**src/sv/fcr_pkg.sv**
```systemverilog
// fcr_pkg: shared types and constants of the convolution reverb
`timescale 1ns / 1ps

package fcr_pkg;

    localparam int SAMPLE_W   = 16;
    localparam int GAIN_W     = 16;
    localparam int TAPS_W     = 11;
    localparam int IDX_W      = 10;
    localparam int REG_IDX_W  = 2;
    localparam int PROD_W     = 2 * SAMPLE_W;
    // low slice of the tap sum that goes through the wet gain on its own
    localparam int LO_W       = 24;
    localparam int FRAC_SHIFT = 27;
    localparam int DRY_SHIFT  = 15;

    localparam logic signed [GAIN_W-1:0] TAIL_GAIN_RST   = 16'sd4096;
    localparam logic signed [GAIN_W-1:0] DIRECT_GAIN_RST = 16'sd0;
    localparam logic [TAPS_W-1:0]        TAPS_IN_USE_RST = 11'd1024;

    localparam logic signed [SAMPLE_W-1:0] SAT_MAX = 16'sh7fff;
    localparam logic signed [SAMPLE_W-1:0] SAT_MIN = 16'sh8000;

    localparam logic [REG_IDX_W-1:0] REG_TAIL_GAIN   = 2'd0;
    localparam logic [REG_IDX_W-1:0] REG_DIRECT_GAIN = 2'd1;
    localparam logic [REG_IDX_W-1:0] REG_TAPS_IN_USE = 2'd2;

    localparam logic CMD_LOAD   = 1'b0;
    localparam logic CMD_SAMPLE = 1'b1;

    typedef enum logic [2:0] {
        ST_CLEAR,
        ST_IDLE,
        ST_MAC,
        ST_DRAIN,
        ST_GAIN,
        ST_SUM,
        ST_SHIP
    } state_t;

    typedef struct packed {
        logic                       cmd;
        logic [IDX_W-1:0]           coef_index;
        logic signed [SAMPLE_W-1:0] value;
    } in_item_t;

    typedef struct packed {
        logic signed [SAMPLE_W-1:0] out_sample;
        logic                       clipped;
    } out_item_t;

    typedef struct packed {
        logic clear;
        logic issue;
        logic issue_last;
        logic gain_step;
        logic sum_step;
    } mac_ctl_t;

endpackage

```
**src/sv/fcr_mac.sv**
```systemverilog
// fcr_mac: tap multiply-accumulate, wet/dry mix, rounding and saturation
`timescale 1ns / 1ps

module fcr_mac #(
    parameter int AW = 10
) (
    input  logic                                clk,
    input  logic                                rst_n,
    input  fcr_pkg::mac_ctl_t                   ctl,
    input  logic signed [fcr_pkg::SAMPLE_W-1:0] coef,
    input  logic signed [fcr_pkg::SAMPLE_W-1:0] hist,
    input  logic signed [fcr_pkg::GAIN_W-1:0]   tail_gain,
    input  logic signed [fcr_pkg::GAIN_W-1:0]   direct_gain,
    input  logic signed [fcr_pkg::SAMPLE_W-1:0] sample,
    output logic                                last_done,
    output logic signed [fcr_pkg::SAMPLE_W-1:0] out_sample,
    output logic                                clipped
);

    localparam int SW    = fcr_pkg::PROD_W + AW;
    localparam int HI_W  = SW - fcr_pkg::LO_W;
    localparam int ACC_W = SW + fcr_pkg::GAIN_W + 1;
    localparam int QW    = ACC_W - fcr_pkg::FRAC_SHIFT;
    localparam int LO_PW = fcr_pkg::LO_W + 1 + fcr_pkg::GAIN_W;
    localparam int HI_PW = HI_W + fcr_pkg::GAIN_W;

    logic                             rd_vld_reg;
    logic                             rd_last_reg;
    logic                             prod_vld_reg;
    logic                             prod_last_reg;
    logic signed [fcr_pkg::PROD_W-1:0] prod_reg;
    logic signed [SW-1:0]             sum_reg;
    logic signed [LO_PW-1:0]          p_lo_reg;
    logic signed [HI_PW-1:0]          p_hi_reg;
    logic signed [fcr_pkg::PROD_W-1:0] dry_reg;
    logic signed [ACC_W-1:0]          acc_reg;
    logic signed [ACC_W-1:0]          acc_next;
    logic signed [ACC_W-1:0]          rnd;
    logic signed [QW-1:0]             quo;
    logic                             fits;

    // rd tags line up with the registered memory read data, prod tags with the product
    always_ff @(posedge clk or negedge rst_n)
    begin
        if (!rst_n)
        begin
            rd_vld_reg    <= 1'b0;
            rd_last_reg   <= 1'b0;
            prod_vld_reg  <= 1'b0;
            prod_last_reg <= 1'b0;
        end
        else
        begin
            rd_vld_reg    <= ctl.issue;
            rd_last_reg   <= ctl.issue & ctl.issue_last;
            prod_vld_reg  <= rd_vld_reg;
            prod_last_reg <= rd_last_reg;
        end
    end

    always_ff @(posedge clk)
    begin
        prod_reg <= coef * hist;
        if (ctl.clear)
        begin
            sum_reg <= '0;
        end
        else if (prod_vld_reg)
        begin
            sum_reg <= sum_reg + SW'(prod_reg);
        end
        // wet gain split into two narrow products
        if (ctl.gain_step)
        begin
            p_lo_reg <= $signed({1'b0, sum_reg[fcr_pkg::LO_W-1:0]}) * tail_gain;
            p_hi_reg <= $signed(sum_reg[SW-1:fcr_pkg::LO_W]) * tail_gain;
            dry_reg  <= sample * direct_gain;
        end
        if (ctl.sum_step)
        begin
            acc_reg <= acc_next;
        end
    end

    assign last_done = prod_vld_reg & prod_last_reg;

    always_comb
    begin
        acc_next = (ACC_W'(p_hi_reg) <<< fcr_pkg::LO_W) + ACC_W'(p_lo_reg)
                 + (ACC_W'(dry_reg) <<< fcr_pkg::DRY_SHIFT);
    end

    // round half up, then floor shift
    always_comb
    begin
        rnd  = acc_reg + (ACC_W'(1) <<< (fcr_pkg::FRAC_SHIFT - 1));
        quo  = rnd[ACC_W-1:fcr_pkg::FRAC_SHIFT];
        fits = (&quo[QW-1:fcr_pkg::SAMPLE_W-1]) | ~(|quo[QW-1:fcr_pkg::SAMPLE_W-1]);
        if (fits)
        begin
            out_sample = quo[fcr_pkg::SAMPLE_W-1:0];
        end
        else if (quo[QW-1])
        begin
            out_sample = fcr_pkg::SAT_MIN;
        end
        else
        begin
            out_sample = fcr_pkg::SAT_MAX;
        end
        clipped = ~fits;
    end

endmodule

```
**config.mk**
```make
export PLATFORM = sky130hd
export DESIGN_NAME = fcr_mac
export DESIGN_NICKNAME = d
export VERILOG_FILES = /design/src/sv/fcr_pkg.sv /design/src/sv/fcr_mac.sv
export SDC_FILE = /design/constraint.sdc
export NUM_CORES = 2
export LEC_CHECK = 0
export BUFFER_PORTS_ARGS = -buffer_cell sky130_fd_sc_hd__buf_2
export CAP_MARGIN = 30
export CORE_ASPECT_RATIO = 1.5
export CORE_MARGIN = 2
export CORE_UTILIZATION = 45
export CTS_CLUSTER_DIAMETER = 120
export CTS_CLUSTER_SIZE = 12
export DETAILED_ROUTE_END_ITERATION = 7
export GPL_TIMING_DRIVEN = 0
export PLACE_DENSITY = 0.67
export RECOVER_POWER = 100
export SETUP_SLACK_MARGIN = 0.15
export SYNTH_ARGS = -nofsm -noshare
export SYNTH_HDL_FRONTEND = slang
export SYNTH_SLANG_ARGS = --single-unit
```
**constraint.sdc**
```tcl
create_clock -name clk -period 7.05 [get_ports clk]
set_input_delay 0.705 -clock clk [delete_from_list [all_inputs] [get_ports clk]]
set_output_delay 0.705 -clock clk [all_outputs]
set_load 0.03 [all_outputs]
```
Yosys cells after proc, flatten, opt, wreduce, memory -nomap -nowiden --
Cells that the tools add are included.
Operators by class: shifts and indexed selects 0, eq/ne operators 0, $mul 4, add/subtract/negate cells 4, bitwise logic cells 5, divide/modulo/power cells 0, mux-type cells 2, reduce and logical (&&, ||, !) cells 2, magnitude comparators 0
Operators with widths (count):
- $mul 16x16->32 | 2
- $add 58x41->59 | 1
- $add 59x28->59 const B | 1
- $add 59x47->59 | 1
- $add 42x32->42 | 1
- $mul 25x16->41 | 1
- $mul 18x16->34 | 1
- $mux 16 | 2
- $reduce_and 17->1 | 1
- $reduce_or 17->1 | 1
- $and 1x1->1 | 2
- $not 1->1 | 2
- $or 1x1->1 | 1
Word-level totals: output and inout bits 18, ROM bits 0, register bits 244, memories kept 0, bits in latches 0, bits in writable memories 0

Depth between registers and ports, before layout --
depth after elaboration 5, gate-level depth with buffers 26, gate-level depth less buffers 24

Worst setup path after synthesis --
No wires, ideal clock.
kind input -> register, start input port tail_gain[7] (netlist bit), end register p_hi_reg[33], data pin, setup slack 196 ps, library setup time 260 ps, data required time 6790 ps, stages on the path 25, arrival 6594 ps, cell sequence clkbuf_1 > clkbuf_1 > nand2_1 > fa_1 > inv_1 > fa_1 > inv_1 > fa_1 > inv_1 > fa_1 > inv_1 > fa_1 > inv_1 > fa_1 > ha_1 > buf_2 > and4_1 > and3_1 > nand3_1 > a311oi_1 > nand3_1 > and3b_1 > o31ai_1 > o22ai_1 > xnor2_1
Between the ends: longest elaborated chain between the ends 1
RTL lines:
- start, declared | line fcr_mac.sv:12 | input logic signed [fcr_pkg::GAIN_W-1:0] tail_gain,
- $mul 18x16->34 | line fcr_mac.sv:76 | p_hi_reg <= $signed(sum_reg[SW-1:fcr_pkg::LO_W]) * tail_gain;
- end signal, assigned | line fcr_mac.sv:76
- end, declared | line fcr_mac.sv:34 | logic signed [HI_PW-1:0] p_hi_reg;
Every way passes these cells. A chain may end at the register's enable or synchronous reset.

Worst setup path in the final report --
start input port tail_gain[6] (netlist bit), end register p_lo_reg[40], data pin
Between the ends: longest elaborated chain between the ends 1
RTL lines:
- $mul 25x16->41 | line fcr_mac.sv:75 | p_lo_reg <= $signed({1'b0, sum_reg[fcr_pkg::LO_W-1:0]}) * tail_gain;
- end signal, assigned | line fcr_mac.sv:75
- end, declared | line fcr_mac.sv:33 | logic signed [LO_PW-1:0] p_lo_reg;
Every way passes these cells.

==> run_summary.xml <==
<?xml version="1.0" encoding="UTF-8"?>
<metrics>
  <group name="floorplanning">
    <metric name="io-pin-count" unit="">105</metric>
    <metric name="start_util" unit="%">45.4</metric>
    <metric name="die_width" unit="um">287</metric>
    <metric name="die-area" unit="um2">123000</metric>
    <metric name="row_count" unit="">155</metric>
    <metric name="design.core.area" unit="um2">119000</metric>
    <metric name="floorplan.die.height" unit="um">429</metric>
  </group>
  <group name="routing">
    <metric name="drt_pre_antenna_iters" unit="">5</metric>
    <metric name="route.antenna.remaining_nets" unit="">0</metric>
    <metric name="drt_wl_total" unit="um">150000</metric>
    <metric name="via_count" unit="">40174</metric>
    <metric name="wl_per_cell" unit="um">19.8</metric>
    <metric name="drcViolationCount" unit="">0</metric>
    <metric name="via_per_inst" unit="">5.29</metric>
    <metric name="initialDrtViolationCount" unit="">1846</metric>
  </group>
  <group name="run_status">
    <metric name="failed_checks" unit="">capacitance limit, slew limit</metric>
    <metric name="result_of_the_run" unit="">finished with violations</metric>
  </group>
  <group name="cells_and_area">
    <metric name="final-instance-count-excl-fill" unit="">7597</metric>
    <metric name="largest_reg_flops" unit="">42</metric>
    <metric name="nets" unit="">7731</metric>
    <metric name="share_of_post_route_cells_with_drive_strength_above_1" unit="%">7.21</metric>
    <metric name="area.growth.synth_to_final" unit="%">8.23</metric>
    <metric name="final_cell_mix" unit="">sky130_fd_sc_hd__inv_1 (1341), sky130_fd_sc_hd__fa_1 (1150), sky130_fd_sc_hd__nand2_1 (765)</metric>
    <metric name="commonest_non_fill_non_tap_cell_in_the_layout" unit="">sky130_fd_sc_hd__inv_1</metric>
    <metric name="fill_cells" unit="">11251</metric>
  </group>
  <group name="sta">
    <metric name="fin_setup_tns" unit="ns">0</metric>
    <metric name="tightest_slew" unit="ns">3.91</metric>
    <metric name="timing.hold.ws" unit="ns">0.353</metric>
    <metric name="clock-skew-final" unit="ns">0.0218</metric>
    <metric name="timing.fmax" unit="GHz">0.147</metric>
    <metric name="grt_setup_unrepaired" unit="">no</metric>
    <metric name="setup_viol_count_final" unit="">0</metric>
    <metric name="report.final.slew_viol_count" unit="">111</metric>
    <metric name="period_needed" unit="ns">6.80</metric>
    <metric name="slew-limit-headroom" unit="%">-161</metric>
    <metric name="post-route-period-util" unit="%">96.5</metric>
    <metric name="post-route-worst-setup-slack" unit="ns">0.246</metric>
    <metric name="timing_hold_violations_final" unit="">0</metric>
  </group>
  <group name="clocking">
    <metric name="clock_tree_from_tritoncts" unit="">built</metric>
    <metric name="h-tree-depth" unit="">1</metric>
    <metric name="buffer_depth_of_the_longest_clock_path" unit="">3</metric>
    <metric name="cts.reportedPaths.clkPinSlew" unit="ns">0.06</metric>
    <metric name="clock_latency" unit="ns">0.53</metric>
    <metric name="numClockSinks" unit="">203</metric>
    <metric name="root_buffer_cell" unit="">sky130_fd_sc_hd__clkbuf_16</metric>
    <metric name="numCtsBuffers" unit="">21</metric>
  </group>
  <group name="grt">
    <metric name="global_route_wire_length_before_repair" unit="um">241000</metric>
    <metric name="initial_antenna_violation_count" unit="">6</metric>
    <metric name="grt_remaining_overflow" unit="">0</metric>
    <metric name="grt_util_all_layers" unit="%">25.2</metric>
    <metric name="grt_start_max_net_pins" unit="">77</metric>
    <metric name="first_global_vias" unit="">44054</metric>
  </group>
  <group name="synth">
    <metric name="postSynthAreaPerCell" unit="um2">9.24</metric>
    <metric name="ys.flop_type" unit="">sky130_fd_sc_hd__edfxtp_1</metric>
    <metric name="postSynthRegisterBits" unit="">203</metric>
    <metric name="synth_sequential_area_ratio" unit="%">9.85</metric>
    <metric name="synth-edff-count" unit="">125</metric>
    <metric name="synth.lib_cells_used.distinct" unit="">92</metric>
    <metric name="synth.cell_area" unit="um2">54100</metric>
    <metric name="synth.yosys.warnings" unit="">0</metric>
    <metric name="syn-num-nets" unit="">7574</metric>
    <metric name="postSynthCellCount" unit="">5857</metric>
    <metric name="postSynth.asyncResetShare" unit="%">1.97</metric>
  </group>
  <group name="critical_path">
    <metric name="timing.critical_path.required" unit="ns">7.29</metric>
    <metric name="path_class" unit="">in2reg</metric>
    <metric name="crit_path_max_fanout" unit="">10</metric>
    <metric name="worst_setup_path_start_kind" unit="">primary input</metric>
    <metric name="crit_arrival" unit="ns">7.04</metric>
    <metric name="timing.critical_path.to_type" unit="">flip-flop</metric>
  </group>
  <group name="placement">
    <metric name="hpwl" unit="um">129000</metric>
    <metric name="port_buffers" unit="">100</metric>
    <metric name="numPlacedInstances" unit="">7532</metric>
    <metric name="gpl.final_weighted_congestion" unit="">0.984</metric>
    <metric name="dp_worst_setup_slack" unit="ns">-1.92</metric>
  </group>
  <group name="worst_hold_path">
    <metric name="hold_path_class" unit="">reg2reg</metric>
  </group>
  <group name="run">
    <metric name="timing.max_cap.violations" unit="">2</metric>
  </group>
</metrics>
-- synth_stat cells (7+ instances only) --
master                         n  area share, %
sky130_fd_sc_hd__inv_1      1343            9.3
sky130_fd_sc_hd__fa_1       1154             43
sky130_fd_sc_hd__nand2_1     766            5.3
sky130_fd_sc_hd__ha_1        476             11
sky130_fd_sc_hd__and2_1      458            5.3
sky130_fd_sc_hd__clkbuf_1    195            1.4
sky130_fd_sc_hd__nor2_1      185            1.3
sky130_fd_sc_hd__a21oi_1     160            1.5
sky130_fd_sc_hd__xnor2_1     132            2.1
sky130_fd_sc_hd__edfxtp_1    125            6.9
sky130_fd_sc_hd__o21ai_0      92           0.85
sky130_fd_sc_hd__dfxtp_1      74            2.7
sky130_fd_sc_hd__a21o_1       73            1.0
sky130_fd_sc_hd__xor2_1       60           0.97
sky130_fd_sc_hd__nand2b_1     54           0.62
sky130_fd_sc_hd__nand3_1      46           0.43
sky130_fd_sc_hd__nor3_1       41           0.38
sky130_fd_sc_hd__and3_1       32           0.37
sky130_fd_sc_hd__o21a_1       30           0.42
sky130_fd_sc_hd__nand4_1      25           0.29
sky130_fd_sc_hd__o21bai_1     21           0.29
sky130_fd_sc_hd__a31oi_1      19           0.22
sky130_fd_sc_hd__mux2i_1      18           0.33
sky130_fd_sc_hd__a211oi_1     17           0.24
sky130_fd_sc_hd__o211ai_1     17           0.24
sky130_fd_sc_hd__or3_1        15           0.17
sky130_fd_sc_hd__nor2b_1      14           0.16
sky130_fd_sc_hd__and4_1       13           0.21
sky130_fd_sc_hd__a21oi_2      10           0.16
sky130_fd_sc_hd__o31ai_1       9           0.12
sky130_fd_sc_hd__a21boi_0      8           0.11
sky130_fd_sc_hd__a221oi_1      8           0.13
sky130_fd_sc_hd__nand3b_1      8           0.11
sky130_fd_sc_hd__nor4_1        8          0.092
sky130_fd_sc_hd__o311ai_0      8           0.13
sky130_fd_sc_hd__or2_2         8          0.092
sky130_fd_sc_hd__a211o_1       7           0.11
sky130_fd_sc_hd__a311oi_1      7           0.11
sky130_fd_sc_hd__o2111ai_1     7           0.11
-- critical path, stage by stage --
cell                       delay [ns]
sky130_fd_sc_hd__buf_2           0.17
sky130_fd_sc_hd__clkbuf_2        0.33
sky130_fd_sc_hd__and2_1          0.28
sky130_fd_sc_hd__fa_1            0.47
sky130_fd_sc_hd__inv_1           0.05
sky130_fd_sc_hd__fa_1            0.47
sky130_fd_sc_hd__fa_1            0.52
sky130_fd_sc_hd__inv_1           0.06
sky130_fd_sc_hd__fa_1            0.51
sky130_fd_sc_hd__fa_1            0.51
sky130_fd_sc_hd__inv_1           0.05
sky130_fd_sc_hd__fa_1            0.47
sky130_fd_sc_hd__inv_1           0.04
sky130_fd_sc_hd__ha_1            0.32
sky130_fd_sc_hd__a21oi_1         0.23
sky130_fd_sc_hd__o21ai_2         0.13
sky130_fd_sc_hd__a221oi_4        0.36
sky130_fd_sc_hd__o32ai_2         0.13
sky130_fd_sc_hd__a31oi_2         0.15
sky130_fd_sc_hd__buf_4           0.20
sky130_fd_sc_hd__o31ai_4         0.10
sky130_fd_sc_hd__o41a_1          0.43
sky130_fd_sc_hd__a21oi_2         0.21
sky130_fd_sc_hd__xnor2_2         0.12
-- cells by family (layout without fill, tap and decap cells) --
| logic type | count (synthesis) | after routing | share of synthesized area [%] |
|---|---|---|---|
| other | 0 | 7 | 0 |
| buffers and inverters | 1553 | 1716 | 10.8 |
| AO/OA/AOI/OAI | 559 | 559 | 6.88 |
| AND/OR/NAND/NOR | 1701 | 1701 | 15.3 |
| multiplexers | 19 | 19 | 0.354 |
| adder cells (fa/ha/maj) | 1630 | 1630 | 53.7 |
| XOR/XNOR | 192 | 192 | 3.11 |
| flip-flops | 203 | 203 | 9.85 |
-- timing repair --
action | in CTS | in global routing
setup endpoints to repair | 47 | 32
resized for setup | 248 | 311
setup buffers | 4 | 37
pin swaps | 7 | 26
endpoints found under the hold margin | 4 | 0
hold buffers | 1 | 0
-- worst paths after layout --
path,start,endpoint,slack [ns],depth (start not counted)
max,tail_gain[6],p_lo_reg[40],0.25,24
min,rd_vld_reg,prod_vld_reg,0.35,0
max reg2reg,sum_reg[21],p_lo_reg[40],0.28,25
min reg2reg,rd_vld_reg,prod_vld_reg,0.35,0
max in group asynchronous,rst_n,rd_last_reg,6.24,2
min in group asynchronous,rst_n,prod_last_reg,0.61,2
-- per-layer routing --
metal / wire (um) / vias to the layer above / GRT usage, % / part of all wire, %
met3: 7550 / 484 / 2.61 / 5.0
li1: - / 18150 / - / -
met4: 11900 / 4 / 15.6 / 7.9
met2: 76400 / 1272 / 45.5 / 51
met5: 29 / - / 0 / 0.019
met1: 54200 / 20264 / 28.3 / 36
-- through the flow --
stage,util (%),cell area (um2)
finish,49.1,58600
global route,49.1,58600
CTS,48.5,57900
detailed placement,47.5,56700
global placement,47.5,56600
floorplan,-,54100
-- cell type report --
cell class                      instances  area [um2]  share of cell area, %
Antenna cell                            7        17.5                 0.0299
Inverter                             1346        5060                   8.64
Tap cell                             1570        1960                   3.35
Sequential cell                       203        5450                   9.29
Buffer                                194        1350                   2.30
Clock buffer                           27         548                  0.935
Multi-Input combinational cell       4101       43300                   73.9
Clock inverter                          2        16.3                 0.0278
Timing Repair Buffer                  147         900                   1.54
Power is left out: the tool's default activity adds up to more than one toggle a clock period on the data nets, which glitch-free logic cannot reach.
